## src/hdtm_pkg.sv

```systemverilog
// Shared types and constants for the HPACK dynamic table manager.
`timescale 1ns / 1ps

package hdtm_pkg;

  // Per-entry overhead added to name and value lengths (RFC 7541 section 4.1)
  localparam int ENTRY_OVERHEAD = 32;
  // Width of name_len + value_len + overhead
  localparam int ESIZE_W = 18;
  // Width of the size limit register
  localparam int LIMIT_W = 13;

  typedef enum logic [1:0] {
    OP_LOOKUP = 2'd0,
    OP_INSERT = 2'd1,
    OP_RESIZE = 2'd2
  } hdtm_op_e;

  typedef enum logic [2:0] {
    STAT_STATIC_HIT  = 3'd0,
    STAT_DYNAMIC_HIT = 3'd1,
    STAT_INVALID     = 3'd2,
    STAT_INSERTED    = 3'd3,
    STAT_TOO_LARGE   = 3'd4,
    STAT_RESIZED     = 3'd5,
    STAT_OVER_LIMIT  = 3'd6
  } hdtm_status_e;

  typedef enum logic [1:0] {
    S_IDLE,
    S_CHECK,
    S_EVICT,
    S_FINISH
  } hdtm_state_e;

  typedef struct packed {
    logic [1:0]  op;
    logic [15:0] index;
    logic [15:0] name_len;
    logic [15:0] value_len;
    logic [15:0] req_size;
  } hdtm_in_t;

  typedef struct packed {
    logic [2:0] status;
    logic [5:0] static_pos;
    logic [6:0] entry_slot;
    logic [7:0] evicted;
    logic [7:0] entry_count;
    logic [12:0] table_bytes;
  } hdtm_out_t;

endpackage

```

## src/hpack_dynamic_table_manager.sv

```systemverilog
// HPACK dynamic table size bookkeeping: ring of entry sizes, eviction, index lookup.
`timescale 1ns / 1ps

// Usage
//   in_valid/in_ready/in_data carry one operation: lookup of a combined
//   1-based index, insert of an entry (name_len + value_len + 32 bytes) or
//   resize of the table maximum. Op code 3 is dropped without a result.
//   out_valid/out_ready/out_data carry one result per operation.
//   cfg_valid/cfg_ready/cfg_data write size_limit, the protocol maximum;
//   cfg_ready is always high. Write it only while the block is idle.
// Sequencing
//   The entry sizes sit in a single-port-read ring memory with a registered
//   read port. Each evicted entry takes a pass through S_CHECK, which reads
//   the oldest size, and S_EVICT, which subtracts it from the byte total.
//   The result is registered in S_FINISH, after S_CHECK and the S_EVICT
//   passes; in_ready is high only in S_IDLE, so a new item is taken only
//   after the block returns there and items never overlap.
//   A finished result waits in the output register; the next item is taken
//   meanwhile and its result is held back until out_ready frees the register.
// Reset
//   rst (synchronous) empties the table, sets the maximum and size_limit to
//   TABLE_BYTES_MAX and drops any pending result. The ring itself needs no
//   clearing: only slots of held entries are ever read.
module hpack_dynamic_table_manager #(
  parameter int ENTRY_SLOTS     = 128,
  parameter int STATIC_ENTRIES  = 61,
  parameter int TABLE_BYTES_MAX = 4096
) (
  input  logic                        clk,
  input  logic                        rst,
  input  logic                        in_valid,
  output logic                        in_ready,
  input  hdtm_pkg::hdtm_in_t          in_data,
  output logic                        out_valid,
  input  logic                        out_ready,
  output hdtm_pkg::hdtm_out_t         out_data,
  input  logic                        cfg_valid,
  output logic                        cfg_ready,
  input  logic [hdtm_pkg::LIMIT_W-1:0] cfg_data
);

  localparam int PW  = $clog2(ENTRY_SLOTS);
  localparam int CW  = $clog2(ENTRY_SLOTS + 1);
  localparam int BW  = $clog2(TABLE_BYTES_MAX + 1);
  localparam int XW  = CW + 1;
  localparam int SW  = ((BW > hdtm_pkg::ESIZE_W) ? BW : hdtm_pkg::ESIZE_W) + 1;
  localparam int LW  = (BW > hdtm_pkg::LIMIT_W) ? BW : hdtm_pkg::LIMIT_W;
  localparam int RW  = ((LW > 16) ? LW : 16) + 1;

  // Ring memory of entry sizes
  logic [BW-1:0] ring [ENTRY_SLOTS];
  logic [BW-1:0] rdata;
  logic          rd_en;
  logic [PW-1:0] rd_addr;
  logic          wr_en;
  logic [PW-1:0] wr_addr;
  logic [BW-1:0] wr_data;

  // Control state
  hdtm_pkg::hdtm_state_e state, state_next;
  logic [PW-1:0] newest, newest_next;
  logic [CW-1:0] count, count_next;
  logic [BW-1:0] bytes, bytes_next;
  logic [BW-1:0] cur_max, cur_max_next;
  logic [hdtm_pkg::LIMIT_W-1:0] size_limit, size_limit_next;
  logic          out_valid_next;

  // Item and result payload
  hdtm_pkg::hdtm_in_t     item, item_next;
  hdtm_pkg::hdtm_status_e res_status, res_status_next;
  logic [5:0]             res_spos, res_spos_next;
  logic [PW-1:0]          res_slot, res_slot_next;
  logic [CW-1:0]          evict_cnt, evict_cnt_next;
  hdtm_pkg::hdtm_out_t    out_data_next;

  // Derived values
  logic [hdtm_pkg::ESIZE_W-1:0] esize;
  logic [15:0]   idx_m1;
  logic [15:0]   dyn_idx;
  logic          static_hit;
  logic          dyn_hit;
  logic [CW-1:0] age;
  logic [XW-1:0] nx;
  logic [XW-1:0] ax;
  logic [XW-1:0] back_full;
  logic [PW-1:0] back_slot;
  logic [PW-1:0] newest_inc;
  logic [LW-1:0] limit_ext;
  logic [LW-1:0] limit_eff;
  logic          too_large;
  logic          over_fill;
  logic          ring_full;
  logic          over_req;
  logic          over_limit;
  logic [BW-1:0] bytes_less;

  assign cfg_ready = 1'b1;
  assign in_ready  = (state == hdtm_pkg::S_IDLE);

  // Entry size and lookup index split
  assign esize = hdtm_pkg::ESIZE_W'(item.name_len) + hdtm_pkg::ESIZE_W'(item.value_len)
               + hdtm_pkg::ESIZE_W'(hdtm_pkg::ENTRY_OVERHEAD);
  assign idx_m1     = item.index - 16'd1;
  assign static_hit = (item.index != 16'd0) && (idx_m1 < 16'(STATIC_ENTRIES));
  assign dyn_idx    = idx_m1 - 16'(STATIC_ENTRIES);
  assign dyn_hit    = (item.index != 16'd0) && !static_hit && (dyn_idx < 16'(count));

  // Ring slot a given age behind the newest entry
  assign age       = (item.op == hdtm_pkg::OP_LOOKUP) ? CW'(dyn_idx) : count - CW'(1);
  assign nx        = XW'(newest);
  assign ax        = XW'(age);
  assign back_full = (ax > nx) ? nx + XW'(ENTRY_SLOTS) - ax : nx - ax;
  assign back_slot = PW'(back_full);
  assign newest_inc = (newest == PW'(ENTRY_SLOTS - 1)) ? '0 : newest + PW'(1);

  // Insert and resize conditions
  assign too_large = SW'(esize) > SW'(cur_max);
  assign over_fill = (count != '0) && ((SW'(bytes) + SW'(esize)) > SW'(cur_max));
  assign ring_full = (count >= CW'(ENTRY_SLOTS));
  assign limit_ext = LW'(size_limit);
  assign limit_eff = (limit_ext > LW'(TABLE_BYTES_MAX)) ? LW'(TABLE_BYTES_MAX) : limit_ext;
  assign over_limit = RW'(item.req_size) > RW'(limit_eff);
  assign over_req  = (count != '0) && (RW'(bytes) > RW'(item.req_size));

  // Byte total after dropping the oldest entry
  assign bytes_less = (rdata > bytes) ? '0 : bytes - rdata;

  // Next state, datapath updates and memory controls
  always_comb begin
    state_next      = state;
    newest_next     = newest;
    count_next      = count;
    bytes_next      = bytes;
    cur_max_next    = cur_max;
    size_limit_next = cfg_valid ? cfg_data : size_limit;
    item_next       = item;
    res_status_next = res_status;
    res_spos_next   = res_spos;
    res_slot_next   = res_slot;
    evict_cnt_next  = evict_cnt;
    out_valid_next  = out_valid && !out_ready;
    out_data_next   = out_data;
    rd_en           = 1'b0;
    rd_addr         = back_slot;
    wr_en           = 1'b0;
    wr_addr         = newest_inc;
    wr_data         = BW'(esize);
    case (state)
      hdtm_pkg::S_IDLE: begin
        if (in_valid) begin
          item_next      = in_data;
          res_spos_next  = '0;
          res_slot_next  = '0;
          evict_cnt_next = '0;
          if (in_data.op == hdtm_pkg::OP_LOOKUP || in_data.op == hdtm_pkg::OP_INSERT ||
              in_data.op == hdtm_pkg::OP_RESIZE) begin
            state_next = hdtm_pkg::S_CHECK;
          end
        end
      end
      hdtm_pkg::S_CHECK: begin
        case (item.op)
          hdtm_pkg::OP_LOOKUP: begin
            if (static_hit) begin
              res_status_next = hdtm_pkg::STAT_STATIC_HIT;
              res_spos_next   = 6'(idx_m1);
            end else if (dyn_hit) begin
              res_status_next = hdtm_pkg::STAT_DYNAMIC_HIT;
              res_slot_next   = back_slot;
            end else begin
              res_status_next = hdtm_pkg::STAT_INVALID;
            end
            state_next = hdtm_pkg::S_FINISH;
          end
          hdtm_pkg::OP_INSERT: begin
            if (too_large) begin
              // Entry can never fit: empty the table
              res_status_next = hdtm_pkg::STAT_TOO_LARGE;
              evict_cnt_next  = count;
              count_next      = '0;
              bytes_next      = '0;
              state_next      = hdtm_pkg::S_FINISH;
            end else if (over_fill || ring_full) begin
              rd_en      = 1'b1;
              state_next = hdtm_pkg::S_EVICT;
            end else begin
              // Store the new entry in the next slot
              wr_en           = 1'b1;
              newest_next     = newest_inc;
              count_next      = count + CW'(1);
              bytes_next      = bytes + BW'(esize);
              res_slot_next   = newest_inc;
              res_status_next = hdtm_pkg::STAT_INSERTED;
              state_next      = hdtm_pkg::S_FINISH;
            end
          end
          hdtm_pkg::OP_RESIZE: begin
            if (over_limit) begin
              res_status_next = hdtm_pkg::STAT_OVER_LIMIT;
              state_next      = hdtm_pkg::S_FINISH;
            end else if (over_req) begin
              rd_en      = 1'b1;
              state_next = hdtm_pkg::S_EVICT;
            end else begin
              cur_max_next    = BW'(item.req_size);
              res_status_next = hdtm_pkg::STAT_RESIZED;
              state_next      = hdtm_pkg::S_FINISH;
            end
          end
          default: begin
            state_next = hdtm_pkg::S_IDLE;
          end
        endcase
      end
      hdtm_pkg::S_EVICT: begin
        // Drop the oldest entry read last cycle
        bytes_next     = bytes_less;
        count_next     = count - CW'(1);
        evict_cnt_next = evict_cnt + CW'(1);
        state_next     = hdtm_pkg::S_CHECK;
      end
      hdtm_pkg::S_FINISH: begin
        if (!out_valid || out_ready) begin
          out_data_next.status      = res_status;
          out_data_next.static_pos  = res_spos;
          out_data_next.entry_slot  = 7'(res_slot);
          out_data_next.evicted     = 8'(evict_cnt);
          out_data_next.entry_count = 8'(count);
          out_data_next.table_bytes = 13'(bytes);
          out_valid_next            = 1'b1;
          state_next                = hdtm_pkg::S_IDLE;
        end
      end
      default: begin
        state_next = hdtm_pkg::S_IDLE;
      end
    endcase
  end

  // Control registers
  always_ff @(posedge clk) begin
    if (rst) begin
      state      <= hdtm_pkg::S_IDLE;
      newest     <= '0;
      count      <= '0;
      bytes      <= '0;
      cur_max    <= BW'(TABLE_BYTES_MAX);
      size_limit <= hdtm_pkg::LIMIT_W'(TABLE_BYTES_MAX);
      out_valid  <= 1'b0;
    end else begin
      state      <= state_next;
      newest     <= newest_next;
      count      <= count_next;
      bytes      <= bytes_next;
      cur_max    <= cur_max_next;
      size_limit <= size_limit_next;
      out_valid  <= out_valid_next;
    end
  end

  // Payload registers
  always_ff @(posedge clk) begin
    item       <= item_next;
    res_status <= res_status_next;
    res_spos   <= res_spos_next;
    res_slot   <= res_slot_next;
    evict_cnt  <= evict_cnt_next;
    out_data   <= out_data_next;
  end

  // Ring memory: one write port, one registered read port
  always_ff @(posedge clk) begin
    if (wr_en) begin
      ring[wr_addr] <= wr_data;
    end
    if (rd_en) begin
      rdata <= ring[rd_addr];
    end
  end

  // Held entries never exceed the ring depth
  a_count_bound: assert property (@(posedge clk) disable iff (rst)
    count <= CW'(ENTRY_SLOTS))
    else $error("held entry count above ring depth");

  // Between operations the table fits its maximum
  a_bytes_fit: assert property (@(posedge clk) disable iff (rst)
    (state == hdtm_pkg::S_IDLE) |-> (bytes <= cur_max))
    else $error("table bytes above current maximum while idle");

  // An empty table holds no bytes
  a_empty_zero: assert property (@(posedge clk) disable iff (rst)
    (state == hdtm_pkg::S_IDLE && count == '0) |-> (bytes == '0))
    else $error("empty table with nonzero byte total");

  // Eviction only starts on a nonempty table
  a_evict_nonempty: assert property (@(posedge clk) disable iff (rst)
    (state == hdtm_pkg::S_CHECK && state_next == hdtm_pkg::S_EVICT) |-> (count != '0))
    else $error("eviction started on an empty table");

  // Each eviction step drops exactly one entry
  a_evict_step: assert property (@(posedge clk) disable iff (rst)
    (state == hdtm_pkg::S_EVICT) |=> (count == CW'($past(count) - CW'(1))))
    else $error("eviction step did not drop one entry");

endmodule
```

## config.mk

```make
export PLATFORM = sky130hd
export DESIGN_NAME = hpack_dynamic_table_manager
export DESIGN_NICKNAME = d
export VERILOG_FILES = /design/src/hdtm_pkg.sv /design/src/hpack_dynamic_table_manager.sv
export SDC_FILE = /design/constraint.sdc
export NUM_CORES = 2
export LEC_CHECK = 0
export ABC_AREA = 0
export BUFFER_PORTS_ARGS = -buffer_cell sky130_fd_sc_hd__buf_2
export CAP_MARGIN = 30
export CORE_MARGIN = 2
export CORE_UTILIZATION = 60
export DETAILED_ROUTE_END_ITERATION = 7
export HOLD_SLACK_MARGIN = 0.15
export PLACE_DENSITY = 0.74
export SKIP_LAST_GASP = 1
export SYNTH_ARGS = -nofsm -noshare
export SYNTH_HDL_FRONTEND = slang
export SYNTH_SLANG_ARGS = --single-unit
```

## constraint.sdc

```tcl
create_clock -name clk -period 13.1 [get_ports clk]
set_input_delay 2.62 -clock clk [delete_from_list [all_inputs] [get_ports clk]]
set_output_delay 2.62 -clock clk [all_outputs]
set_load 0.01 [all_outputs]
```

==> results.cfg <==
[run_status]
status = finished, final reports clean

[logic_synthesis]
synth-adder-area-share = 0.0244
synthXorXnorAreaFrac = 0.00862
syn_area_per_cell_um2 = 19.7
synth_edf_count = 1812
synth_compound_area_frac = 0.0263
synth_top_area_cell = edfxtp_1
ys_types = 80
synth-main-ff-cell = edfxtp_1
ys_ff_latch = 1869
synth.mux.area_fraction = 0.159
synth.area.top_cells = edfxtp_1 (71%), mux4_2 (15%), ha_1 (2.3%)
synth_cells = 3876
synth_top_area_frac = 0.714
synth_top_family_by_area = multiplexers
synthArstFlopShare = 0
syn-num-nets = 4106
seq_area_frac_synth = 0.729
synthSimpleGateAreaFrac = 0.0387
yosys_warnings = 0
synth_area_um2 = 76200

[drt]
firstDrtPassIters = 6
vias_per_cell = 6.69
vias = 40000
drt_iter0_markers = 6173
wl_per_cell_um = 31.1
final_antenna_net_count = 0
routed_wirelength_mm = 186
drc = 0

[worst_setup_path]
worst-path-buf-inv = 2
cpPeakStageDelay_ns = 0.84
critPathSlowestCell = nor2_1
cp.required_ns = 13.54
arrival_ns = 10.23
critPathTopFamily = simple AND/OR/NAND/NOR gates
critPathLaunchType = flip-flop
r2r-start = item[17]
ff2ff_setup_slack_ns = 3.31
worst-r2r-cell-count = 25
crit_path_end_kind = flip-flop
crit_type = flip-flop to flip-flop
cp_max_fo = 64
r2r-end = ring[117][5]

[grt]
grt_antenna_before_repair = 2
grt_usage = 0.289
grt_first_pass_wirelength_mm = 272
first_global_vias = 39000
grt_max_degree = 157
overflow = 0

[clock_tree]
hold_buffers = 0
post_cts_resized = 0
root_buffer = clkbuf_16
clkTransAtPathRegs_ns = 0.06
cts_num_sinks = 1869
clkLatencyLatePin_ns = 0.82
cts_tree = built
clock_path_buffers = 3
cts_max_level = 4
cts_setup_buffers = 0
cts_buffers = 180

[power_and_ir_drop]
finalPower_w = 0.0174
powerDensity_nw_per_um2 = 202
clockPowerShare = 0.295
combPwrFrac = 0.267
p_sw_frac = 0.309
p_switching_w = 0.00538
p_int_w = 0.0120
cellLeakagePower_nw = 28.2
p_seq_frac = 0.439
ir_drop_mv = 0.162

[min_path]
hp-class = flip-flop to flip-flop
min-delay-start = res_slot[3]
min_path_cells = 0
hold_end = out_data[32]

[finish]
nFillCells = 7732
drive_above_1_share = 0.262
regArea_um2 = 55600
syn_to_final_growth_pct = 12.9
final_nets = 4418
design_area_um2 = 86000
num_antenna_cells = 0
multiInputGateArea_um2 = 19800

[sta]
hold_violations = 0
max-slew-margin-rel = 0.272
finalMaxSlewViolations = 0
fin_skew_ns = 0.0416
setup_ws_ns = 3.31
tightest_slew_ns = 1.09
max_freq_mhz = 102
setup-tns-final_ns = 0
rsz0062_at_grt = no
fin_crit_ns = 9.79
setup_viol = 0
fin_crit_sh = 0.748

[placement]
post-place-ws_ns = 3.37
io_buffers = 130
place.gp.congestion = 0.918
hpwl_mm = 114
postPlaceCellArea_um2 = 80000

[floorplan]
boundaryPins = 132
dieWidth_um = 360
coreArea_um2 = 126000
die_area_um2 = 130000
die_h_um = 360
initial_core_util = 0.606
rows = 130

[job]
drv_cap = 0
==> placed cells by master, fill, tap and decap left out, types with 14 or more instances in the layout <==
cell	n
buf_6	54
nand2_1	228
ha_1	139
dfxtp_1	57
a21oi_1	88
buf_4	114
mux2i_1	36
nor2b_1	34
clkinv_1	40
edfxtp_1	1812
xnor2_1	44
clkbuf_16	186
clkinv_2	30
buf_2	131
clkbuf_1	36
mux4_2	520
a21o_1	24
nor2_1	218
o21ai_0	64
xor2_1	14
o211ai_1	27
nand3_1	53
bufinv_16	17
nor3_1	35
inv_1	90
==> routing by layer <==
layer	wire (µm)	GRT usage
met1	72800	0.432
met2	88600	0.448
met3	19200	0.0497
met4	5280	0.0832
met5	0	0
==> power by group through the flow <==
stage                     combinational [W]  clock, W  sequential, W
after floorplan                     0.00265         0        0.00792
after global placement              0.00446         0        0.00776
after detailed placement            0.00457         0        0.00776
after CTS                           0.00460   0.00519        0.00764
after global routing                0.00487   0.00541        0.00764
final                               0.00464   0.00513        0.00764
==> cells in the mapped netlist, drive strengths merged, types with 15 or more instances <==
cell type and count:
a211oi 15, a21o 24, a21oi 88, buf 57, clkbuf 126, dfxtp 57, edfxtp 1812, ha 142
inv 91, mux2i 36, mux4 520, nand2 229, nand3 55, nor2 219, nor2b 35, nor3 36
o211ai 27, o21ai 64, xnor2 57, xor2 18
==> flip-flops by register name, summed over array words and instances, names as in the netlist, 8 cells and up <==
name       flops
bytes         13
count          8
cur_max       13
evict_cnt      8
item          66
limit_ext     13
out_data      45
rdata         13
ring        1664
==> worst max path at each step <==
stage / from / end / slack (ns) / cells after the start
floorplan: item[17] / ring[57][0] / 3.03 / 23
global placement: item[17] / ring[49][2] / 3.43 / 25
finish: item[17] / ring[117][5] / 3.31 / 25
CTS: item[17] / ring[125][6] / 3.31 / 24
detailed placement: item[17] / ring[109][7] / 3.37 / 24
global route: item[33] / ring[1][8] / 2.79 / 27
==> kinds of logic (layout without fill, tap and decap cells) <==
kind of cell | count (synthesis) | after routing
compound gates | 304 | 304
xor+xnor | 75 | 75
fa+ha+maj | 146 | 146
buf+inv | 274 | 735
flops | 1869 | 1869
mux | 557 | 557
other cells | 1 | 1
simple gates | 650 | 650
==> metrics by stage <==
stage / hold slack, ns / util / cells
floorplan: 0.400 / - / 3876
global placement: 0.402 / 0.629 / 5551
detailed placement: 0.407 / 0.636 / 5635
CTS: 0.422 / 0.682 / 5966
global route: 0.424 / 0.684 / 5987
finish: 0.420 / 0.684 / 5987
==> area by class of cell <==
cell class,instances,share of cell area
multi-input cells,1733,0.230
clock inverters,109,0.0121
repair buffers,313,0.0281
clock buffers,222,0.0557
inverters,91,0.00397
flip-flops and latches,1869,0.646
well taps,1650,0.0240
Power figures use the tool's default switching activity.
